<file path="src/rtl/assert_macros.svh">
// Assertion macros for the RTL of the float vector ALU.
// Depends on nothing; files that assert include it by name.
`ifndef ASSERT_MACROS_SVH
`define ASSERT_MACROS_SVH

// Same-cycle implication, disabled while reset is asserted.
`define FVA_ASSERT_IMPL(label, clk, rst_n, ante, cons, msg) \
    label: assert property (@(posedge clk) disable iff (!rst_n) (ante) |-> (cons)) \
        else $error(msg);

// Next-cycle implication, disabled while reset is asserted.
`define FVA_ASSERT_NEXT(label, clk, rst_n, ante, cons, msg) \
    label: assert property (@(posedge clk) disable iff (!rst_n) (ante) |=> (cons)) \
        else $error(msg);

`endif

</file>
<file path="src/rtl/fva_pkg.sv">
// Shared types, codes and the rounding function of the float vector ALU.
// Depends on nothing; every other file but assert_macros.svh uses it.
`timescale 1ns / 1ps

package fva_pkg;

    localparam int unsigned CmdW   = 3;
    localparam int unsigned DataW  = 32;
    localparam int unsigned SigW   = 24;
    localparam int unsigned WorkW  = 48;
    localparam int unsigned ExpW   = 12;
    localparam int unsigned DivCntW = 6;
    localparam logic [DivCntW-1:0] DivLastStep = 6'd47;

    typedef logic [CmdW-1:0] t_cmd;

    localparam t_cmd CMD_ADD = 3'd0;
    localparam t_cmd CMD_SUB = 3'd1;
    localparam t_cmd CMD_MUL = 3'd2;
    localparam t_cmd CMD_DIV = 3'd3;
    localparam t_cmd CMD_DOT = 3'd4;

    // Magnitude bits of 0.00001 in single precision.
    localparam logic [30:0] NEAR_ZERO_MAG = 31'h3727C5AC;
    localparam logic [DataW-1:0] CANON_NAN = 32'h7FC00000;

    typedef struct packed {
        logic load_in;
        logic check;
        logic norm_step;
        logic div_init;
        logic div_step;
        logic round;
        logic dot_load;
        logic dot_store;
        logic emit;
    } t_dp_cmd;

    typedef struct packed {
        logic cmd_ok;
        logic near_zero;
        logic special;
        logic op_div;
        logic norm_done;
        logic div_last;
        logic is_dot;
        logic last;
        logic out_free;
    } t_dp_sts;

    // Rounds a normalized significand (leading one at bit 26 unless zero) to
    // nearest even and packs it, handling subnormal results and overflow.
    function automatic logic [DataW-1:0] round_pack(
        input logic                   sign,
        input logic signed [ExpW-1:0] exp_in,
        input logic [26:0]            man,
        input logic                   sticky
    );
        logic [26:0]            m;
        logic [26:0]            back;
        logic signed [ExpW-1:0] e;
        logic signed [ExpW-1:0] sh_dist;
        logic signed [ExpW-1:0] e_out;
        logic [4:0]             sh;
        logic                   st;
        logic                   up;
        logic [24:0]            m25;
        logic [DataW-1:0]       res;
        m  = man;
        e  = exp_in;
        st = sticky;
        if (e < 12'sd1) begin
            sh_dist = 12'sd1 - e;
            sh      = (sh_dist > 12'sd27) ? 5'd27 : sh_dist[4:0];
            m       = man >> sh;
            back    = m << sh;
            st      = st | (back != man);
            e       = 12'sd1;
        end
        up  = m[2] & (m[1] | m[0] | st | m[3]);
        m25 = {1'b0, m[26:3]} + {24'd0, up};
        if (m25[24]) begin
            e_out = e + 12'sd1;
        end else if (m25[23]) begin
            e_out = e;
        end else begin
            e_out = 12'sd0;
        end
        if ((m25 != 25'd0) && (e_out >= 12'sd255)) begin
            res = {sign, 8'hFF, 23'd0};
        end else begin
            res = {sign, e_out[7:0], m25[22:0]};
        end
        return res;
    endfunction

endpackage

</file>
<file path="src/rtl/fva_if.sv">
// Handshake channel interfaces for the float vector ALU input and result items.
// Depends on fva_pkg for the field types.
`timescale 1ns / 1ps

interface fva_in_if;
    logic           valid;
    logic           ready;
    fva_pkg::t_cmd  cmd;
    logic [31:0]    a_value;
    logic [31:0]    b_value;
    logic           is_last;

    modport source(output valid, cmd, a_value, b_value, is_last, input ready);
    modport sink(input valid, cmd, a_value, b_value, is_last, output ready);
endinterface

interface fva_out_if;
    logic           valid;
    logic           ready;
    logic [31:0]    value;
    logic           zero_divisor;
    logic           vector_bad;
    logic           end_of_vector;

    modport source(output valid, value, zero_divisor, vector_bad, end_of_vector,
                   input ready);
    modport sink(input valid, value, zero_divisor, vector_bad, end_of_vector,
                 output ready);
endinterface

</file>
<file path="src/rtl/fva_datapath.sv">
// Floating-point datapath: operand registers, special-case check, multiplier,
// aligner/adder, normalizer, restoring divider, rounding and result register.
// Depends on fva_pkg.
`timescale 1ns / 1ps

module fva_datapath (
    input  logic              i_clk,
    input  logic              i_rst_n,
    input  fva_pkg::t_dp_cmd  i_cmd,
    output fva_pkg::t_dp_sts  o_sts,
    input  fva_pkg::t_cmd     i_in_cmd,
    input  logic [31:0]       i_a_value,
    input  logic [31:0]       i_b_value,
    input  logic              i_is_last,
    output logic              o_valid,
    input  logic              i_ready,
    output logic [31:0]       o_value,
    output logic              o_zero_divisor,
    output logic              o_vector_bad,
    output logic              o_end_of_vector
);
    import fva_pkg::*;

    // Item registers.
    logic [DataW-1:0] r_a, r_b, r_res, r_dot;
    t_cmd             r_op;
    logic             r_is_dot, r_last, r_nz, r_fault;

    // Working significand, exponent and sign.
    logic [WorkW-1:0]       r_w;
    logic signed [ExpW-1:0] r_exp;
    logic                   r_sign, r_sticky;

    // Divider state.
    logic [SigW:0]        r_rem;
    logic [SigW-1:0]      r_den;
    logic [DivCntW-1:0]   r_div_cnt;

    // Result register.
    logic             r_o_valid;
    logic [DataW-1:0] r_o_value;
    logic             r_o_zd, r_o_bad, r_o_eov;

    // Unpacked operands.
    logic                   a_sub, b_sub, a_nan, b_nan, a_inf, b_inf, a_zero, b_zero;
    logic [SigW-1:0]        sig_a, sig_b;
    logic signed [ExpW-1:0] exp_a, exp_b;
    logic                   sb_eff, prod_sign;

    // Special cases.
    logic             near_zero, special;
    logic [DataW-1:0] spec_val;

    // Add path.
    logic                   a_big, x_sign, y_sign, eff_sub;
    logic [SigW-1:0]        x_sig, y_sig;
    logic signed [ExpW-1:0] x_exp, y_exp, exp_diff;
    logic [WorkW-1:0]       x_full, y_full, y_sh, y_back, y_jam;
    logic [WorkW:0]         sum;

    // Divider step.
    logic             div_ge;
    logic [SigW:0]    div_diff;

    assign a_sub  = (r_a[30:23] == 8'd0);
    assign b_sub  = (r_b[30:23] == 8'd0);
    assign a_nan  = (r_a[30:23] == 8'hFF) && (r_a[22:0] != 23'd0);
    assign b_nan  = (r_b[30:23] == 8'hFF) && (r_b[22:0] != 23'd0);
    assign a_inf  = (r_a[30:23] == 8'hFF) && (r_a[22:0] == 23'd0);
    assign b_inf  = (r_b[30:23] == 8'hFF) && (r_b[22:0] == 23'd0);
    assign a_zero = (r_a[30:0] == 31'd0);
    assign b_zero = (r_b[30:0] == 31'd0);
    assign sig_a  = {~a_sub, r_a[22:0]};
    assign sig_b  = {~b_sub, r_b[22:0]};
    assign exp_a  = a_sub ? 12'sd1 : $signed({4'd0, r_a[30:23]});
    assign exp_b  = b_sub ? 12'sd1 : $signed({4'd0, r_b[30:23]});
    assign sb_eff = r_b[31] ^ (r_op == CMD_SUB);
    assign prod_sign = r_a[31] ^ r_b[31];

    // A NaN divisor has a larger magnitude field and is never flagged.
    assign near_zero = (r_op == CMD_DIV) && (r_b[30:0] < NEAR_ZERO_MAG);

    always_comb begin
        special  = 1'b0;
        spec_val = CANON_NAN;
        case (r_op)
            CMD_ADD, CMD_SUB: begin
                if (a_nan || b_nan || (a_inf && b_inf && (r_a[31] != sb_eff))) begin
                    special = 1'b1;
                end else if (a_inf) begin
                    special  = 1'b1;
                    spec_val = {r_a[31], 8'hFF, 23'd0};
                end else if (b_inf) begin
                    special  = 1'b1;
                    spec_val = {sb_eff, 8'hFF, 23'd0};
                end
            end
            CMD_MUL: begin
                if (a_nan || b_nan || (a_inf && b_zero) || (b_inf && a_zero)) begin
                    special = 1'b1;
                end else if (a_inf || b_inf) begin
                    special  = 1'b1;
                    spec_val = {prod_sign, 8'hFF, 23'd0};
                end
            end
            CMD_DIV: begin
                if (a_nan || b_nan || (a_inf && b_inf)) begin
                    special = 1'b1;
                end else if (a_inf) begin
                    special  = 1'b1;
                    spec_val = {prod_sign, 8'hFF, 23'd0};
                end else if (b_inf || a_zero) begin
                    special  = 1'b1;
                    spec_val = {prod_sign, 31'd0};
                end
            end
            default: begin
                special = 1'b0;
            end
        endcase
    end

    // Alignment and add of the two magnitudes, larger one first.
    always_comb begin
        a_big    = (r_a[30:0] >= r_b[30:0]);
        x_sig    = a_big ? sig_a : sig_b;
        y_sig    = a_big ? sig_b : sig_a;
        x_exp    = a_big ? exp_a : exp_b;
        y_exp    = a_big ? exp_b : exp_a;
        x_sign   = a_big ? r_a[31] : sb_eff;
        y_sign   = a_big ? sb_eff : r_a[31];
        eff_sub  = (x_sign != y_sign);
        exp_diff = x_exp - y_exp;
        x_full   = {x_sig, 24'd0};
        y_full   = {y_sig, 24'd0};
        y_sh     = (exp_diff > 12'sd47) ? '0 : (y_full >> exp_diff[5:0]);
        y_back   = y_sh << exp_diff[5:0];
        y_jam    = y_sh | {{(WorkW-1){1'b0}}, (y_back != y_full)};
        sum      = eff_sub ? ({1'b0, x_full} - {1'b0, y_jam})
                           : ({1'b0, x_full} + {1'b0, y_jam});
    end

    assign div_ge   = (r_rem >= {1'b0, r_den});
    assign div_diff = div_ge ? (r_rem - {1'b0, r_den}) : r_rem;

    always_ff @(posedge i_clk) begin
        if (!i_rst_n) begin
            r_o_valid <= 1'b0;
            r_fault   <= 1'b0;
            r_dot     <= '0;
            r_nz      <= 1'b0;
        end else begin
            if (i_cmd.load_in) begin
                r_a      <= i_a_value;
                r_b      <= i_b_value;
                r_op     <= (i_in_cmd == CMD_DOT) ? CMD_MUL : i_in_cmd;
                r_is_dot <= (i_in_cmd == CMD_DOT);
                r_last   <= i_is_last;
                r_nz     <= 1'b0;
            end

            if (i_cmd.check) begin
                r_sticky <= 1'b0;
                if (near_zero) begin
                    r_nz <= 1'b1;
                end else if (special) begin
                    r_res <= spec_val;
                end else begin
                    case (r_op)
                        CMD_MUL: begin
                            r_w    <= sig_a * sig_b;
                            r_exp  <= exp_a + exp_b - 12'sd126;
                            r_sign <= prod_sign;
                        end
                        CMD_DIV: begin
                            r_w    <= {sig_a, 24'd0};
                            r_exp  <= exp_a - exp_b + 12'sd127;
                            r_sign <= prod_sign;
                            r_den  <= sig_b;
                        end
                        default: begin
                            if (sum[WorkW]) begin
                                r_w      <= sum[WorkW:1];
                                r_sticky <= sum[0];
                                r_exp    <= x_exp + 12'sd1;
                            end else begin
                                r_w   <= sum[WorkW-1:0];
                                r_exp <= x_exp;
                            end
                            // An exact zero is +0 unless both addends were -0.
                            r_sign <= (sum == '0) ? (x_sign & ~eff_sub) : x_sign;
                        end
                    endcase
                end
            end

            if (i_cmd.norm_step && !o_sts.norm_done) begin
                if (r_w[WorkW-1:WorkW-8] == 8'd0) begin
                    r_w   <= r_w << 8;
                    r_exp <= r_exp - 12'sd8;
                end else begin
                    r_w   <= r_w << 1;
                    r_exp <= r_exp - 12'sd1;
                end
            end

            if (i_cmd.div_init) begin
                r_rem     <= {1'b0, r_w[WorkW-1:WorkW-SigW]};
                r_w       <= '0;
                r_div_cnt <= '0;
            end

            if (i_cmd.div_step) begin
                r_w       <= {r_w[WorkW-2:0], div_ge};
                r_rem     <= {div_diff[SigW-1:0], 1'b0};
                r_div_cnt <= r_div_cnt + 6'd1;
                r_sticky  <= (div_diff != '0);
            end

            if (i_cmd.round) begin
                r_res <= round_pack(r_sign, r_exp, r_w[WorkW-1:WorkW-27],
                                    (r_w[WorkW-28:0] != '0) | r_sticky);
            end

            if (i_cmd.dot_load) begin
                r_a  <= r_dot;
                r_b  <= r_res;
                r_op <= CMD_ADD;
            end

            if (i_cmd.dot_store) begin
                r_dot <= r_res;
            end

            if (i_cmd.emit) begin
                r_o_valid <= 1'b1;
                r_o_value <= r_nz ? '0 : r_res;
                r_o_zd    <= r_nz;
                r_o_bad   <= r_last & (r_fault | r_nz);
                r_o_eov   <= r_last;
                if (r_last) begin
                    r_fault <= 1'b0;
                    r_dot   <= '0;
                end else begin
                    r_fault <= r_fault | r_nz;
                end
            end else if (r_o_valid && i_ready) begin
                r_o_valid <= 1'b0;
            end
        end
    end

    always_comb begin
        o_sts.cmd_ok    = (i_in_cmd <= CMD_DOT);
        o_sts.near_zero = near_zero;
        o_sts.special   = special;
        o_sts.op_div    = (r_op == CMD_DIV);
        o_sts.norm_done = r_w[WorkW-1] || (r_w == '0);
        o_sts.div_last  = (r_div_cnt == DivLastStep);
        o_sts.is_dot    = r_is_dot;
        o_sts.last      = r_last;
        o_sts.out_free  = !r_o_valid || i_ready;
    end

    assign o_valid         = r_o_valid;
    assign o_value         = r_o_value;
    assign o_zero_divisor  = r_o_zd;
    assign o_vector_bad    = r_o_bad;
    assign o_end_of_vector = r_o_eov;

endmodule

</file>
<file path="src/rtl/fva_ctrl.sv">
// Sequencer of the float vector ALU: walks one item through check, normalize,
// divide, round and the dot-product accumulate, then hands it to the output.
// Depends on fva_pkg.
`timescale 1ns / 1ps

module fva_ctrl (
    input  logic              i_clk,
    input  logic              i_rst_n,
    input  logic              i_in_valid,
    output logic              o_in_ready,
    input  fva_pkg::t_dp_sts  i_sts,
    output fva_pkg::t_dp_cmd  o_cmd
);
    import fva_pkg::*;

    typedef enum logic [2:0] {
        S_IDLE,
        S_CHECK,
        S_NORM,
        S_DIV_LOAD,
        S_DIV,
        S_ROUND,
        S_POST,
        S_EMIT
    } t_state;

    t_state r_state, n_state;
    logic   r_div_pre, n_div_pre;
    logic   r_dot_add, n_dot_add;

    always_comb begin
        n_state   = r_state;
        n_div_pre = r_div_pre;
        n_dot_add = r_dot_add;
        o_cmd     = '0;
        case (r_state)
            S_IDLE: begin
                if (i_in_valid) begin
                    o_cmd.load_in = 1'b1;
                    n_dot_add     = 1'b0;
                    if (i_sts.cmd_ok) begin
                        n_state = S_CHECK;
                    end
                end
            end
            S_CHECK: begin
                o_cmd.check = 1'b1;
                if (i_sts.near_zero) begin
                    n_state = S_EMIT;
                end else if (i_sts.special) begin
                    n_state = S_POST;
                end else begin
                    n_div_pre = i_sts.op_div;
                    n_state   = S_NORM;
                end
            end
            S_NORM: begin
                o_cmd.norm_step = 1'b1;
                if (i_sts.norm_done) begin
                    n_state = r_div_pre ? S_DIV_LOAD : S_ROUND;
                end
            end
            S_DIV_LOAD: begin
                o_cmd.div_init = 1'b1;
                n_div_pre      = 1'b0;
                n_state        = S_DIV;
            end
            S_DIV: begin
                o_cmd.div_step = 1'b1;
                if (i_sts.div_last) begin
                    n_state = S_NORM;
                end
            end
            S_ROUND: begin
                o_cmd.round = 1'b1;
                n_state     = S_POST;
            end
            S_POST: begin
                if (i_sts.is_dot && !r_dot_add) begin
                    o_cmd.dot_load = 1'b1;
                    n_dot_add      = 1'b1;
                    n_state        = S_CHECK;
                end else if (i_sts.is_dot && !i_sts.last) begin
                    o_cmd.dot_store = 1'b1;
                    n_state         = S_IDLE;
                end else begin
                    n_state = S_EMIT;
                end
            end
            S_EMIT: begin
                if (i_sts.out_free) begin
                    o_cmd.emit = 1'b1;
                    n_state    = S_IDLE;
                end
            end
            default: begin
                n_state = S_IDLE;
            end
        endcase
    end

    always_ff @(posedge i_clk) begin
        if (!i_rst_n) begin
            r_state   <= S_IDLE;
            r_div_pre <= 1'b0;
            r_dot_add <= 1'b0;
        end else begin
            r_state   <= n_state;
            r_div_pre <= n_div_pre;
            r_dot_add <= n_dot_add;
        end
    end

    assign o_in_ready = (r_state == S_IDLE);

endmodule

</file>
<file path="src/rtl/float_vector_alu.sv">
// Float vector ALU, one item at a time. Depends on fva_pkg, fva_if, fva_ctrl, fva_datapath and assert_macros.svh.
// Add, subtract, multiply, divide and a last dot element each leave a registered result, as do
// a near-zero divisor and a NaN or infinity operand; a dot element that is not last stores its
// sum instead. The input reopens as the result or the sum is registered, and an item with an
// unused code is taken and dropped without a result.
// Synchronous active-low reset clears the sequencer, result valid, divide fault and dot sum (+0).
`timescale 1ns / 1ps
`include "assert_macros.svh"

module float_vector_alu (
    input  logic       i_clk,
    input  logic       i_rst_n,
    fva_in_if.sink     i_in,
    fva_out_if.source  o_out
);
    import fva_pkg::*;

    // The sequencer and the datapath talk only through these two bundles.
    // Cancellation and subnormal operands add normalizer steps, each shifting by 8 bits or by 1
    // to remove leading zeros, and a full result register holds an item in place.
    t_dp_cmd dp_cmd;
    t_dp_sts dp_sts;

    // The sequencer accepts an item only in its idle state. An item with an
    // unused operation code is taken and dropped in that same cycle.
    fva_ctrl u_ctrl (
        .i_clk      (i_clk),
        .i_rst_n    (i_rst_n),
        .i_in_valid (i_in.valid),
        .o_in_ready (i_in.ready),
        .i_sts      (dp_sts),
        .o_cmd      (dp_cmd)
    );

    // The datapath holds the operands, the running dot sum, the sticky divide
    // fault and a result register, so a finished item can wait on the output
    // while the next item is already being worked on.
    fva_datapath u_dp (
        .i_clk           (i_clk),
        .i_rst_n         (i_rst_n),
        .i_cmd           (dp_cmd),
        .o_sts           (dp_sts),
        .i_in_cmd        (i_in.cmd),
        .i_a_value       (i_in.a_value),
        .i_b_value       (i_in.b_value),
        .i_is_last       (i_in.is_last),
        .o_valid         (o_out.valid),
        .i_ready         (o_out.ready),
        .o_value         (o_out.value),
        .o_zero_divisor  (o_out.zero_divisor),
        .o_vector_bad    (o_out.vector_bad),
        .o_end_of_vector (o_out.end_of_vector)
    );

    // A flagged divide element always reports a zero value.
    `FVA_ASSERT_IMPL(a_zd_value, i_clk, i_rst_n, o_out.valid && o_out.zero_divisor, o_out.value == 32'd0, "flagged element with nonzero value")
    // The vector fault is only reported on the final element.
    `FVA_ASSERT_IMPL(a_bad_eov, i_clk, i_rst_n, o_out.valid && o_out.vector_bad, o_out.end_of_vector, "vector fault away from end of vector")
    // Every NaN result leaves as the canonical quiet NaN.
    `FVA_ASSERT_IMPL(a_nan_canon, i_clk, i_rst_n, o_out.valid && (o_out.value[30:23] == 8'hFF) && (o_out.value[22:0] != 23'd0), o_out.value == CANON_NAN, "non-canonical NaN result")
    // A valid operation keeps the input closed while it is being worked on.
    `FVA_ASSERT_NEXT(a_busy, i_clk, i_rst_n, i_in.valid && i_in.ready && (i_in.cmd <= CMD_DOT), !i_in.ready, "input accepted while an item is in progress")

endmodule

</file>
<file path="src/flat_wrapper.sv">
// flat-port wrapper written by rule: the top's interface ports become plain ports
module float_vector_alu_flat import fva_pkg::*;
  (i_clk, i_rst_n, i_in_valid, i_in_cmd, i_in_a_value, i_in_b_value, i_in_is_last, i_in_ready, o_out_valid, o_out_value, o_out_zero_divisor, o_out_vector_bad, o_out_end_of_vector, o_out_ready);
  fva_in_if i_in_i ();
  fva_out_if o_out_i ();
  input  logic i_clk;
  input  logic i_rst_n;
  input wire logic [$bits(i_in_i.valid)-1:0] i_in_valid;
  input wire logic [$bits(i_in_i.cmd)-1:0] i_in_cmd;
  input wire logic [$bits(i_in_i.a_value)-1:0] i_in_a_value;
  input wire logic [$bits(i_in_i.b_value)-1:0] i_in_b_value;
  input wire logic [$bits(i_in_i.is_last)-1:0] i_in_is_last;
  output wire logic [$bits(i_in_i.ready)-1:0] i_in_ready;
  output wire logic [$bits(o_out_i.valid)-1:0] o_out_valid;
  output wire logic [$bits(o_out_i.value)-1:0] o_out_value;
  output wire logic [$bits(o_out_i.zero_divisor)-1:0] o_out_zero_divisor;
  output wire logic [$bits(o_out_i.vector_bad)-1:0] o_out_vector_bad;
  output wire logic [$bits(o_out_i.end_of_vector)-1:0] o_out_end_of_vector;
  input wire logic [$bits(o_out_i.ready)-1:0] o_out_ready;
  assign i_in_i.valid = i_in_valid;
  assign i_in_i.cmd = i_in_cmd;
  assign i_in_i.a_value = i_in_a_value;
  assign i_in_i.b_value = i_in_b_value;
  assign i_in_i.is_last = i_in_is_last;
  assign i_in_ready = i_in_i.ready;
  assign o_out_valid = o_out_i.valid;
  assign o_out_value = o_out_i.value;
  assign o_out_zero_divisor = o_out_i.zero_divisor;
  assign o_out_vector_bad = o_out_i.vector_bad;
  assign o_out_end_of_vector = o_out_i.end_of_vector;
  assign o_out_i.ready = o_out_ready;
  float_vector_alu u_core (.i_clk(i_clk), .i_rst_n(i_rst_n), .i_in(i_in_i), .o_out(o_out_i));
endmodule
</file>
<file path="config.mk">
export PLATFORM = sky130hd
export DESIGN_NAME = float_vector_alu_flat
export DESIGN_NICKNAME = d
export VERILOG_FILES = /design/src/rtl/fva_pkg.sv /design/src/rtl/fva_if.sv /design/src/rtl/fva_datapath.sv /design/src/rtl/fva_ctrl.sv /design/src/rtl/float_vector_alu.sv /design/src/flat_wrapper.sv
export VERILOG_INCLUDE_DIRS = /design/src /design/src/rtl
export SDC_FILE = /design/constraint.sdc
export NUM_CORES = 2
export LEC_CHECK = 0
export ABC_AREA = 1
export BUFFER_PORTS_ARGS = -buffer_cell sky130_fd_sc_hd__buf_2
export CORE_MARGIN = 2
export CORE_UTILIZATION = 27
export CTS_CLUSTER_DIAMETER = 40
export CTS_CLUSTER_SIZE = 16
export DETAILED_ROUTE_END_ITERATION = 8
export SLEW_MARGIN = 20
export SYNTH_ARGS = -nofsm -noshare
export SYNTH_HDL_FRONTEND = slang
export SYNTH_HIERARCHICAL = 1
export SYNTH_SLANG_ARGS = --single-unit
</file>
<file path="constraint.sdc">
create_clock -name i_clk -period 9.75 [get_ports i_clk]
set_input_delay 1.95 -clock i_clk [delete_from_list [all_inputs] [get_ports i_clk]]
set_output_delay 1.95 -clock i_clk [all_outputs]
set_load 0.02 [all_outputs]
</file>
==> impl_metrics.py <==
metrics = {
    "outcome": {
        "status": "finished clean",
    },
    "global_route": {
        "grt_first_pass_wirelength_mm": 335,
        "grt_usage_pct": 23.2,
        "use_met2_pct": 35.9,
        "grt.busiest_layer": "met2",
        "antenna_found_initial": 19,
        "use_met3_pct": 4.70,
        "grt_max_degree": 98,
        "grt.overflow.total": 0,
        "first_global_vias": 50971,
        "grt_use_met1_pct": 30.5,
    },
    "min_path": {
        "hold_start": "u_core/u_dp/r_dot[22]",
        "holdCritPathClass": "reg -> reg",
    },
    "floorplan": {
        "placement_rows": 159,
        "die_y_um": 437,
        "boundaryPins": 109,
        "die_area_um2": 191000,
        "coreArea_um2": 187000,
        "die_w_um": 437,
        "start_util_pct": 27.1,
    },
    "timing": {
        "relSlewSlack_pct": 13.4,
        "post-route-period-util_pct": 96.3,
        "fmax_mhz": 107,
        "tightest_slew_ps": 1290,
        "fin_ws_ps": 363,
        "slew_violations": 0,
        "finalSetupViolations": 0,
        "rsz0062_at_grt": "yes",
        "fin_crit_ps": 9390,
        "finalClockSkew_ps": 30.7,
        "hold_slack_ps": 460,
        "hold_viol_final": 0,
    },
    "cts": {
        "cts_buffers": 57,
        "clk_pin_slew_ps": 60,
        "clock_path_buffers": 3,
        "cts_hold_buffers": 0,
        "insertion_delay_ps": 650,
        "cts_root_buffer": "clkbuf_16",
        "cts_tree": "done",
        "cts_sinks": 293,
        "htree_num_levels": 2,
    },
    "placement": {
        "gp_congestion": 0.991,
        "dp_hpwl_mm": 183,
        "post-place-ws_ps": 117,
        "portBuffers": 108,
    },
    "route": {
        "antenna_left": 0,
        "vias_per_cell": 5.13,
        "first_pass_iters": 6,
        "wirelength_mm": 227,
        "vias": 52644,
        "wl_per_cell_um": 22.1,
        "drc": 0,
        "drt_iter0_drc": 6414,
    },
    "logic_synthesis": {
        "synth_fa_ha_area_share_pct": 27.5,
        "synth_cells": 7441,
        "ys_types": 76,
        "synth_top_family_by_area": "simple AND/OR/NAND/NOR gates",
        "yosys.area_share.xor_xnor_pct": 1.97,
        "synth-edff-count": 253,
        "syn-num-nets": 8335,
        "syn_area_um2": 50700,
        "synth_compound_area_share_pct": 11.1,
        "synth-simple-area-share_pct": 29.4,
        "yosysWarnings": 6,
        "ys.flop_type": "edfxtp_1",
        "avgSynthCellArea_um2": 6.81,
        "ys_ff_latch": 293,
        "async_flop_share_pct": 0,
        "ys_seq_area_share_pct": 16.6,
        "synthMuxAreaShare_pct": 0.462,
    },
    "critical_path": {
        "r2r_slack_ps": 360,
        "worstSetupPathType": "reg -> reg",
        "start_kind": "register",
        "crit_arrival_ps": 9780,
        "critPathLaunch": "u_core/u_dp/r_b[20]",
        "end_kind": "register",
        "cp_slowest_cell": "edfxtp_1",
        "r2r_start": "u_core/u_dp/r_b[20]",
        "cp_common_cell": "nand2_1",
        "crit_fanout": 11,
        "critical-path-max-stage-delay_ps": 500,
        "required_ps": 10140,
    },
    "layout": {
        "nNetsFinal": 8592,
        "layout-drive-gt1-share_pct": 11.3,
        "syn2layout_area_growth_pct": 16.2,
    },
    "flow_run": {
        "cap_violations": 0,
    },
}
-- per-layer routing --
layer / wire length [µm] / part of all wire [%] / up-vias
li1: - / - / 24189
met4: 13300 / 5.9 / 20
met3: 21900 / 9.7 / 497
met1: 92800 / 41 / 25353
met2: 98700 / 44 / 2585
met5: 118 / 0.052 / -
-- worst max-delay path, delay by kind of cell (launching register included) --
kind	cells	cell delay, ps
AO/OA/AOI/OAI	3	440
flip-flops	1	500
adder cells (fa/ha/maj)	4	1370
buffers and inverters	7	1210
AND/OR/NAND/NOR	50	5610
-- per-stage QoR --
stage / util, % / instance area [µm²] / instances / TNS [ps]
after detailed placement: 30.1 / 56400 / 10095 / 0
final: 31.5 / 58900 / 10257 / 0
after floorplan: - / 50700 / 7441 / 0
after global placement: 30.1 / 56400 / 10095 / 0
after CTS: 31.2 / 58300 / 10203 / 0
after global routing: 31.4 / 58900 / 10252 / -32.3
-- layout make-up --
type                            count  area [µm²]
Fill cell                       20304      128000
Timing Repair Buffer              612        4750
Tap cell                         2495        3120
Sequential cell                   293        8400
Inverter                         1274        4790
Clock buffer                       59        1430
Multi-Input combinational cell   5460       35800
Antenna cell                       15        37.5
Clock inverter                     49         518
-- synthesized netlist by cell type (13+ instances only) --
master	n	area, µm²
a21oi_1	270	1350
a22oi_1	24	180
buf_1	36	135
buf_2	45	225
buf_4	19	143
buf_6	16	180
clkbuf_1	297	1110
dfxtp_1	40	801
edfxtp_1	253	7600
fa_1	486	9730
ha_1	336	4200
inv_1	1243	4670
inv_2	20	75.1
mux2i_1	20	200
nand2_1	2124	7970
nand2_2	15	93.8
nand3_1	693	3470
nand3_2	15	150
nand4_1	64	400
nor2_1	432	1620
nor2_2	13	81.3
nor3_1	53	265
nor4_1	40	250
o2111ai_1	30	263
o211ai_1	31	233
o21ai_0	393	1970
o21ai_1	76	380
o221ai_1	28	245
o22ai_1	37	231
xnor2_1	32	280
xor2_1	82	718
-- kinds of logic after synthesis --
logic type      count (synthesis)
simple gates                 3516
buf+inv                      1688
compound gates                985
fa+ha+maj                     822
flops                         293
xor+xnor                      114
mux                            23
-- cell usage in the layout, fill, tap and decap left out, types with 28 or more instances in the layout --
cell,Yosys,layout
nand4_1,64,64
edfxtp_1,253,253
o2111ai_1,30,30
nor3_1,53,50
clkbuf_16,0,57
a21oi_1,270,266
xnor2_1,32,32
nand2_1,2124,2123
o21ai_1,76,82
nand3_1,693,690
o211ai_1,31,31
inv_1,1243,1238
o21ai_0,393,385
ha_1,336,333
xor2_1,82,81
buf_12,1,34
dfxtp_1,40,40
buf_4,19,469
o22ai_1,37,37
o221ai_1,28,28
buf_2,45,108
nor2_1,432,424
nor4_1,40,39
fa_1,486,486
-- path summary, 6_finish.rpt --
path,endpoint,depth (start not counted)
worst min register to register,u_core/u_dp/r_dot[22],2
worst max register to register,u_core/u_dp/r_sign,64
worst min-delay path,u_core/u_dp/r_dot[22],2
worst max-delay path,u_core/u_dp/r_sign,64
-- state kept, by name, indices dropped and copies added, names as in the netlist, 24 cells and up --
register / count
u_core/u_dp/r_w: 48
u_core/u_dp/r_res: 32
u_core/u_dp/r_dot: 32
u_core/u_dp/r_a: 32
u_core/u_dp/r_b: 32
u_core/u_dp/r_den: 24
u_core/u_dp/r_rem: 25
u_core/u_dp/o_value: 32
-- what timing repair did --
item                                    4_1_cts  5_1_grt
gates resized for setup                       0       27
setup buffers                                 0       39
endpoints found under the hold margin         0        0
endpoints found under the setup margin        0       43
Power is not shown: default switching activity piles up to over one toggle a cycle in this logic, so the estimate is an artifact.
